`src/hw/rtl/psmst_pkg.sv`:
```
// ----------------------------------------------------------------------------
// psmst_pkg: shared types and constants of the point set spanning tree
// Request and response payloads, status codes, sequencer states.
// ----------------------------------------------------------------------------
package psmst_pkg;

   localparam int COORD_BITS        = 16;
   localparam int MAX_ROOMS_DEFAULT = 32;
   localparam int NODE_W            = 5;
   localparam int DIST_W            = 2 * COORD_BITS + 1;

   typedef enum logic [1:0] {
      STATUS_EDGE     = 2'd0,
      STATUS_TOO_FEW  = 2'd1,
      STATUS_TOO_MANY = 2'd2
   } status_type;

   typedef enum logic [3:0] {
      ST_LOAD,
      ST_REPORT,
      ST_ROUND_START,
      ST_I_CHECK,
      ST_I_LATCH,
      ST_J_CHECK,
      ST_J_DIFF,
      ST_J_SQR,
      ST_J_CMP,
      ST_EMIT
   } state_type;

   typedef struct packed {
      logic signed [COORD_BITS-1:0] point_x;
      logic signed [COORD_BITS-1:0] point_y;
      logic                         last_point;
   } req_type;

   typedef struct packed {
      logic [NODE_W-1:0] tree_node;
      logic [NODE_W-1:0] new_node;
      status_type        status;
      logic              last_edge;
   } rsp_type;

endpackage

```
`src/hw/rtl/point_set_minimum_spanning_tree.sv`:
```
// ----------------------------------------------------------------------------
// point_set_minimum_spanning_tree: Prim spanning tree over a stored point set
// Stores points, then scans connected/unconnected pairs with one shared
// squared-distance unit and emits the tree edges in the order found.
// ----------------------------------------------------------------------------
//
//   channel  direction  payload          transfer
//   req_     in         psmst_pkg::req_type  req_valid & req_ready
//   rsp_     out        psmst_pkg::rsp_type  rsp_valid & rsp_ready
//
// A point that is not last is stored and counted. The last point starts the
// build, or a status report if the set overflowed or holds fewer than two
// points. In the build each unconnected j passes the shared distance unit in
// the steps check and read, difference, square, add and compare, and each
// connected j only the check; the scan takes one pair at a time.
// Reset is synchronous and needs no clearing pass. req_ready is low during
// the build; a finished edge waits in the output register while the scan of
// the next round goes on, and the build stalls only when that register is full.
// ----------------------------------------------------------------------------
module point_set_minimum_spanning_tree #(
   parameter int MAX_ROOMS = psmst_pkg::MAX_ROOMS_DEFAULT
) (
   input  logic               clock,
   input  logic               reset,
   input  logic               req_valid,
   output logic               req_ready,
   input  psmst_pkg::req_type req_data,
   output logic               rsp_valid,
   input  logic               rsp_ready,
   output psmst_pkg::rsp_type rsp_data
);

   localparam int CB    = psmst_pkg::COORD_BITS;
   localparam int IDX_W = $clog2(MAX_ROOMS);
   localparam int CNT_W = $clog2(MAX_ROOMS + 1);
   localparam int SQ_W  = 2 * CB;
   localparam int DW    = psmst_pkg::DIST_W;

   psmst_pkg::state_type state_ff, state_in;

   logic [CNT_W-1:0]      count_ff, count_in;
   logic                  overflow_ff, overflow_in;
   logic [MAX_ROOMS-1:0]  in_tree_ff, in_tree_in;
   logic [CNT_W-1:0]      round_ff, round_in;
   logic [CNT_W-1:0]      i_ff, i_in;
   logic [CNT_W-1:0]      j_ff, j_in;
   logic                  found_ff, found_in;
   logic [DW-1:0]         best_dist_ff, best_dist_in;
   logic [IDX_W-1:0]      best_i_ff, best_i_in;
   logic [IDX_W-1:0]      best_j_ff, best_j_in;
   logic signed [CB-1:0]  xi_ff, xi_in;
   logic signed [CB-1:0]  yi_ff, yi_in;
   logic signed [CB:0]    dx_ff, dx_in;
   logic signed [CB:0]    dy_ff, dy_in;
   logic [SQ_W-1:0]       sqx_ff, sqx_in;
   logic [SQ_W-1:0]       sqy_ff, sqy_in;
   psmst_pkg::status_type report_ff, report_in;
   logic                  rsp_valid_ff, rsp_valid_in;
   psmst_pkg::rsp_type    rsp_data_ff, rsp_data_in;

   // point store, one word {x, y} per point
   logic                 ram_wr_en;
   logic [IDX_W-1:0]     ram_rd_addr;
   logic [2*CB-1:0]      ram_rd_data;
   logic signed [CB-1:0] rd_x, rd_y;

   // shared distance unit
   logic signed [2*CB+1:0] dx_prod, dy_prod;
   logic [DW-1:0]          sq_dist;

   // load-time decisions
   logic             has_room;
   logic             ovf_now;
   logic [CNT_W-1:0] n_now;
   logic             last_round;

   psmst_ram #(
      .WIDTH (2 * CB),
      .DEPTH (MAX_ROOMS)
   ) u_store (
      .clock   (clock),
      .wr_en   (ram_wr_en),
      .wr_addr (count_ff[IDX_W-1:0]),
      .wr_data ({req_data.point_x, req_data.point_y}),
      .rd_addr (ram_rd_addr),
      .rd_data (ram_rd_data)
   );

   assign rd_x = ram_rd_data[2*CB-1:CB];
   assign rd_y = ram_rd_data[CB-1:0];

   assign dx_prod = dx_ff * dx_ff;
   assign dy_prod = dy_ff * dy_ff;
   assign sq_dist = {1'b0, sqx_ff} + {1'b0, sqy_ff};

   assign has_room   = count_ff < CNT_W'(MAX_ROOMS);
   assign ovf_now    = overflow_ff | ~has_room;
   assign n_now      = has_room ? count_ff + CNT_W'(1) : count_ff;
   assign last_round = ((CNT_W+1)'(round_ff) + (CNT_W+1)'(1)) == (CNT_W+1)'(count_ff);

   assign req_ready = (state_ff == psmst_pkg::ST_LOAD);
   assign ram_wr_en = req_valid && req_ready && has_room;
   assign rsp_valid = rsp_valid_ff;
   assign rsp_data  = rsp_data_ff;

   always_ff @(posedge clock) begin
      if (reset) begin
         state_ff     <= psmst_pkg::ST_LOAD;
         count_ff     <= '0;
         overflow_ff  <= 1'b0;
         in_tree_ff   <= '0;
         round_ff     <= '0;
         rsp_valid_ff <= 1'b0;
      end else begin
         state_ff     <= state_in;
         count_ff     <= count_in;
         overflow_ff  <= overflow_in;
         in_tree_ff   <= in_tree_in;
         round_ff     <= round_in;
         rsp_valid_ff <= rsp_valid_in;
      end
      i_ff         <= i_in;
      j_ff         <= j_in;
      found_ff     <= found_in;
      best_dist_ff <= best_dist_in;
      best_i_ff    <= best_i_in;
      best_j_ff    <= best_j_in;
      xi_ff        <= xi_in;
      yi_ff        <= yi_in;
      dx_ff        <= dx_in;
      dy_ff        <= dy_in;
      sqx_ff       <= sqx_in;
      sqy_ff       <= sqy_in;
      report_ff    <= report_in;
      rsp_data_ff  <= rsp_data_in;
   end

   always_comb begin
      state_in     = state_ff;
      count_in     = count_ff;
      overflow_in  = overflow_ff;
      in_tree_in   = in_tree_ff;
      round_in     = round_ff;
      i_in         = i_ff;
      j_in         = j_ff;
      found_in     = found_ff;
      best_dist_in = best_dist_ff;
      best_i_in    = best_i_ff;
      best_j_in    = best_j_ff;
      xi_in        = xi_ff;
      yi_in        = yi_ff;
      dx_in        = dx_ff;
      dy_in        = dy_ff;
      sqx_in       = sqx_ff;
      sqy_in       = sqy_ff;
      report_in    = report_ff;
      rsp_data_in  = rsp_data_ff;
      ram_rd_addr  = j_ff[IDX_W-1:0];

      // drop the response once the consumer takes it
      rsp_valid_in = rsp_valid_ff && !rsp_ready;

      unique case (state_ff)
         psmst_pkg::ST_LOAD: begin
            if (req_valid) begin
               if (req_data.last_point) begin
                  if (ovf_now) begin
                     report_in = psmst_pkg::STATUS_TOO_MANY;
                     state_in  = psmst_pkg::ST_REPORT;
                  end else if (n_now < CNT_W'(2)) begin
                     report_in = psmst_pkg::STATUS_TOO_FEW;
                     state_in  = psmst_pkg::ST_REPORT;
                  end else begin
                     count_in   = n_now;
                     in_tree_in = MAX_ROOMS'(1);
                     round_in   = CNT_W'(1);
                     state_in   = psmst_pkg::ST_ROUND_START;
                  end
               end else begin
                  count_in    = n_now;
                  overflow_in = ovf_now;
               end
            end
         end

         psmst_pkg::ST_REPORT: begin
            if (!rsp_valid_ff || rsp_ready) begin
               rsp_valid_in          = 1'b1;
               rsp_data_in.tree_node = '0;
               rsp_data_in.new_node  = '0;
               rsp_data_in.status    = report_ff;
               rsp_data_in.last_edge = 1'b1;
               count_in              = '0;
               overflow_in           = 1'b0;
               in_tree_in            = '0;
               round_in              = '0;
               state_in              = psmst_pkg::ST_LOAD;
            end
         end

         psmst_pkg::ST_ROUND_START: begin
            found_in     = 1'b0;
            best_dist_in = '1;
            best_i_in    = '0;
            best_j_in    = '0;
            i_in         = '0;
            state_in     = psmst_pkg::ST_I_CHECK;
         end

         psmst_pkg::ST_I_CHECK: begin
            ram_rd_addr = i_ff[IDX_W-1:0];
            if (i_ff == count_ff) begin
               state_in = psmst_pkg::ST_EMIT;
            end else if (in_tree_ff[i_ff[IDX_W-1:0]]) begin
               state_in = psmst_pkg::ST_I_LATCH;
            end else begin
               i_in = i_ff + CNT_W'(1);
            end
         end

         psmst_pkg::ST_I_LATCH: begin
            // hold the connected point for the whole inner scan
            xi_in    = rd_x;
            yi_in    = rd_y;
            j_in     = '0;
            state_in = psmst_pkg::ST_J_CHECK;
         end

         psmst_pkg::ST_J_CHECK: begin
            if (j_ff == count_ff) begin
               i_in     = i_ff + CNT_W'(1);
               state_in = psmst_pkg::ST_I_CHECK;
            end else if (!in_tree_ff[j_ff[IDX_W-1:0]]) begin
               state_in = psmst_pkg::ST_J_DIFF;
            end else begin
               j_in = j_ff + CNT_W'(1);
            end
         end

         psmst_pkg::ST_J_DIFF: begin
            dx_in    = (CB+1)'(xi_ff) - (CB+1)'(rd_x);
            dy_in    = (CB+1)'(yi_ff) - (CB+1)'(rd_y);
            state_in = psmst_pkg::ST_J_SQR;
         end

         psmst_pkg::ST_J_SQR: begin
            sqx_in   = dx_prod[SQ_W-1:0];
            sqy_in   = dy_prod[SQ_W-1:0];
            state_in = psmst_pkg::ST_J_CMP;
         end

         psmst_pkg::ST_J_CMP: begin
            // strict compare keeps the lowest i, then the lowest j, on ties
            if (!found_ff || sq_dist < best_dist_ff) begin
               found_in     = 1'b1;
               best_dist_in = sq_dist;
               best_i_in    = i_ff[IDX_W-1:0];
               best_j_in    = j_ff[IDX_W-1:0];
            end
            j_in     = j_ff + CNT_W'(1);
            state_in = psmst_pkg::ST_J_CHECK;
         end

         psmst_pkg::ST_EMIT: begin
            if (!rsp_valid_ff || rsp_ready) begin
               rsp_valid_in          = 1'b1;
               rsp_data_in.tree_node = psmst_pkg::NODE_W'(best_i_ff);
               rsp_data_in.new_node  = psmst_pkg::NODE_W'(best_j_ff);
               rsp_data_in.status    = psmst_pkg::STATUS_EDGE;
               rsp_data_in.last_edge = last_round;
               if (last_round) begin
                  count_in    = '0;
                  overflow_in = 1'b0;
                  in_tree_in  = '0;
                  round_in    = '0;
                  state_in    = psmst_pkg::ST_LOAD;
               end else begin
                  in_tree_in[best_j_ff] = 1'b1;
                  round_in              = round_ff + CNT_W'(1);
                  state_in              = psmst_pkg::ST_ROUND_START;
               end
            end
         end

         default: begin
            state_in = psmst_pkg::ST_LOAD;
         end
      endcase
   end

`ifndef SYNTHESIS
   // connected points equal round_ff: one more than the edges emitted in a build
   a_tree_size : assert property (@(posedge clock) disable iff (reset)
      $countones(in_tree_ff) == int'(round_ff))
      else $error("connected set size does not match round count");

   // an emitted edge must join a found, still unconnected point
   a_emit_pair : assert property (@(posedge clock) disable iff (reset)
      (state_ff == psmst_pkg::ST_EMIT) |-> (found_ff && !in_tree_ff[best_j_ff]))
      else $error("edge emitted without a valid unconnected pair");

   // the distance unit only works on connected-to-unconnected pairs
   a_scan_pair : assert property (@(posedge clock) disable iff (reset)
      (state_ff == psmst_pkg::ST_J_DIFF) |->
         (in_tree_ff[i_ff[IDX_W-1:0]] && !in_tree_ff[j_ff[IDX_W-1:0]]))
      else $error("distance taken on a pair outside the cut");
`endif

endmodule

```
`src/hw/rtl/psmst_ram.sv`:
```
// ----------------------------------------------------------------------------
// psmst_ram: generic single-port-write, single-port-read RAM
// One write and one read per cycle; read data is registered.
// ----------------------------------------------------------------------------
module psmst_ram #(
   parameter int WIDTH = 32,
   parameter int DEPTH = 32
) (
   input  logic                     clock,
   input  logic                     wr_en,
   input  logic [$clog2(DEPTH)-1:0] wr_addr,
   input  logic [WIDTH-1:0]         wr_data,
   input  logic [$clog2(DEPTH)-1:0] rd_addr,
   output logic [WIDTH-1:0]         rd_data
);

   logic [WIDTH-1:0] mem [DEPTH];
   logic [WIDTH-1:0] rd_data_ff;

   always_ff @(posedge clock) begin
      if (wr_en) begin
         mem[wr_addr] <= wr_data;
      end
      rd_data_ff <= mem[rd_addr];
   end

   assign rd_data = rd_data_ff;

endmodule

```
`config.mk`:
```
export PLATFORM = sky130hd
export DESIGN_NAME = point_set_minimum_spanning_tree
export DESIGN_NICKNAME = d
export VERILOG_FILES = /design/src/hw/rtl/psmst_pkg.sv /design/src/hw/rtl/point_set_minimum_spanning_tree.sv /design/src/hw/rtl/psmst_ram.sv
export SDC_FILE = /design/constraint.sdc
export NUM_CORES = 2
export LEC_CHECK = 0
export BUFFER_PORTS_ARGS = -buffer_cell sky130_fd_sc_hd__buf_4
export CORE_MARGIN = 1.5
export CORE_UTILIZATION = 40
export CTS_BUF_LIST = sky130_fd_sc_hd__clkbuf_4 sky130_fd_sc_hd__clkbuf_8
export DETAILED_ROUTE_END_ITERATION = 8
export GPL_TIMING_DRIVEN = 0
export PLACE_DENSITY = 0.65
export SETUP_SLACK_MARGIN = 0.3
export SLEW_MARGIN = 20
export SYNTH_ARGS = -nofsm -noshare
export SYNTH_HDL_FRONTEND = slang
export SYNTH_SLANG_ARGS = --single-unit
```
`constraint.sdc`:
```
create_clock -name clock -period 10.15 [get_ports clock]
set_input_delay 1.015 -clock clock [delete_from_list [all_inputs] [get_ports clock]]
set_output_delay 1.015 -clock clock [all_outputs]
set_load 0.02 [all_outputs]
```
==> flow_summary.json <==
{
  "cts_tree": "done",
  "clock_path_buffers": 3,
  "vdd_ir_drop_max_mv": 0.171,
  "path_clk_slew_ps": 60,
  "synth-seq-area-share_pct": 53.6,
  "dp.cells": 7558,
  "antenna_found_initial": 12,
  "worstMarginPinSlew_ps": 1150,
  "start_util_pct": 40.2,
  "initialDrtViolationCount": 3390,
  "fill_cells": 15700,
  "drc": 0,
  "grt_max_degree": 33,
  "numPortBuffers": 51,
  "drtAntennaViolNets": 0,
  "multi_input_area_um2": 30000,
  "cp.required_ps": 10690,
  "wirelength_um": 169000,
  "final-setup-viol-count": 0,
  "path_cells": "clkbuf_1 -> clkbuf_1 -> nand2_1 -> fa_1 -> inv_1 -> fa_1 -> inv_1 -> fa_1 -> inv_1 -> fa_1 -> fa_1 -> inv_1 -> fa_1 -> inv_1 -> ha_1 -> a21o_1 -> a21o_1 -> a211o_1 -> and2_1 -> a31oi_1 -> a21oi_1 -> a211oi_1 -> o21a_1 -> o211ai_1",
  "clk_latency_ps": 950,
  "rsz0062_at_grt": "no",
  "cts_resized": 0,
  "syn_area_per_cell_um2": 14.0,
  "drive_gt1_share_pct": 14.4,
  "met2_usage_pct": 31.5,
  "route.detailed.wl_per_inst_um": 21.3,
  "syn_area_um2": 71600,
  "max_stage_delay_ps": 610,
  "root_buffer": "clkbuf_8",
  "worstHoldPathType": "in2reg",
  "cap_viol_max_count": 0,
  "layout_common_cells": "edfxtp_1 (1223), inv_1 (757), fa_1 (515)",
  "status": "finished clean",
  "vias": 41500,
  "hpwl_um": 124000,
  "ys.flop_type": "edfxtp_1",
  "place_congestion": 0.888,
  "cts_sinks": 1305,
  "grt_pass1_vias": 43100,
  "postSynthNetCount": 5924,
  "top_usage_layer": "met2",
  "postCtsSetupBuffers": 0,
  "start_kind": "register",
  "die_y_um": 426,
  "htreeDepth": 4,
  "slew_headroom_pct": 23.1,
  "post-route-util_pct": 45.1,
  "fin_tns_setup_ps": 0,
  "synth_edf_count": 1223,
  "crit_fanout": 10,
  "yosys_warnings": 0,
  "dr.pass1.iters": 5,
  "grt_pass1_wl_um": 258000,
  "end_kind": "register",
  "slew_viol_final": 0,
  "hold_viol": 0,
  "fmax_mhz": 122,
  "cp_slowest_cell": "a211oi_1",
  "gr-usage-met1_pct": 24.9,
  "regArea_um2": 38400,
  "design.core.area_um2": 178000,
  "final_nets": 6224,
  "grt_remaining_overflow": 0,
  "final_common_cell": "edfxtp_1",
  "synth.distinct_cells": 73,
  "pre_cts_slack_ps": 1940,
  "p_leak_nw": 30.9,
  "die_w_um": 426,
  "path_class": "reg2reg",
  "final_cells": 7924,
  "async_reset_ff_share_pct": 0,
  "dieArea_um2": 182000,
  "critPathArrivalTime_ps": 8740,
  "ys_seq_elements": 1305,
  "cts_buffers": 196,
  "synthToLayoutAreaGrowth_pct": 12.2,
  "rows": 155,
  "path_buf_inv": 7,
  "power.density_nw_per_um2": 150,
  "viasPerCell": 5.23,
  "min_period_ps": 8190,
  "crit_top_cell": "fa_1",
  "fin_skew_ps": 54.7,
  "hold_buffers": 0,
  "synth_cells": 5101,
  "finalCritPeriodShare_pct": 80.7,
  "met3_usage_pct": 3.48,
  "critPathTopFamily": "adder cells",
  "boundaryPins": 52,
  "worst_slack_ps": 1960,
  "grt_usage_pct": 18.8
}
-- synth_stat cells, drive strengths merged, types with 10 or more instances --
library cell	number	area, um2
edfxtp	1223	36700
inv	757	2840
fa	515	10300
nand2	504	1890
mux4	276	6220
ha	271	3390
nand3	192	961
nor2	186	708
and2	136	851
clkbuf	134	503
xnor2	124	1090
a21oi	121	606
o21ai	86	430
dfxtp	82	1640
buf	53	241
nand2b	51	319
a21o	50	375
xor2	49	429
nor2b	45	282
nor3	32	160
or3	17	106
nand4	15	93.8
o211ai	15	113
o21a	13	97.6
and3	12	75.1
o21bai	10	75.1
-- logic make-up (layout without fill, tap and decap cells) --
group	count (synthesis)	count (layout)	share of synthesized area, %
AND/OR/NAND/NOR	1230	1230	8.03
XOR/XNOR	173	173	2.11
multiplexers	290	290	8.88
adder cells (fa/ha/maj)	786	786	19.1
other	0	5	0
buffers and inverters	944	1407	5.01
AO/OA/AOI/OAI	373	373	3.29
flip-flops	1305	1305	53.6
-- sequential cells by signal, summed over array words and instances (netlist names) --
signal and flops:
found_ff 1, best_dist_ff 33, yi_ff 16, u_store.rd_data 32, in_tree_ff 32, count_ff 6, sqy_ff 31, best_i_ff 5
dy_ff 17, best_j_ff 5, dx_ff 17, sqx_ff 31, overflow_ff 1, u_store.mem 1024, rsp_data 13, report_ff 2
i_ff 6, state_ff 4, round_ff 6, j_ff 6, xi_ff 16, rsp_valid 1
-- layout make-up --
class | count | share of cell area, %
Buffer | 187 | 0.926
Clock buffer | 280 | 4.20
Multi-Input combinational cell | 2852 | 37.3
Antenna cell | 5 | 0.0156
Clock inverter | 81 | 0.814
Timing Repair Buffer | 102 | 1.83
Inverter | 757 | 3.54
Tap cell | 2355 | 3.67
Sequential cell | 1305 | 47.7
-- power by group --
part	internal [mW]	switching [mW]	leakage, nW	total, mW
registers	6.07	0.0462	11.6	6.12
logic	0.544	0.973	17.1	1.52
clock network	2.32	2.10	2.12	4.42
total	8.93	3.12	30.9	12.1
-- metrics by stage --
| stage | area, um2 | hold WS (ps) | total power [mW] |
|---|---|---|---|
| finish | 80400 | 333 | 12.1 |
| floorplan | 71600 | 408 | 7.19 |
| global placement | 75000 | 415 | 7.68 |
| detailed placement | 76300 | 418 | 7.75 |
| CTS | 80400 | 248 | 12.1 |
| global route | 80400 | 297 | 12.5 |
-- final timing paths --
| kind | startpoint | endpoint | slack [ps] | depth (start not counted) |
|---|---|---|---|---|
| min | reset | state_ff[0] | 330 | 2 |
| max reg2reg | dy_ff[5] | sqy_ff[30] | 1960 | 24 |
| max | dy_ff[5] | sqy_ff[30] | 1960 | 24 |
| min reg2reg | u_store.rd_data[8] | yi_ff[8] | 420 | 0 |
-- worst reg2reg max path, stage by stage (launching register included) --
cell and delay, ps:
edfxtp_1 480, clkbuf_1 500, clkbuf_1 580, nand2_1 160, fa_1 550, inv_1 60
fa_1 500, inv_1 60, fa_1 540, inv_1 50, fa_1 450, fa_1 490
inv_1 60, fa_1 490, inv_1 40, ha_1 350, a21o_1 190, a21o_1 170
a211o_1 300, and2_1 160, a31oi_1 310, a21oi_1 200, a211oi_1 610, o21a_1 230
o211ai_1 300
-- routing by layer --
| metal | vias up | wire length [um] |
|---|---|---|
| li1 | 18400 | - |
| met1 | 21400 | 70000 |
| met2 | 1354 | 83400 |
| met3 | 269 | 11300 |
| met4 | 0 | 4220 |
| met5 | - | 0 |
No activity file was read; power rests on OpenSTA's default activity.
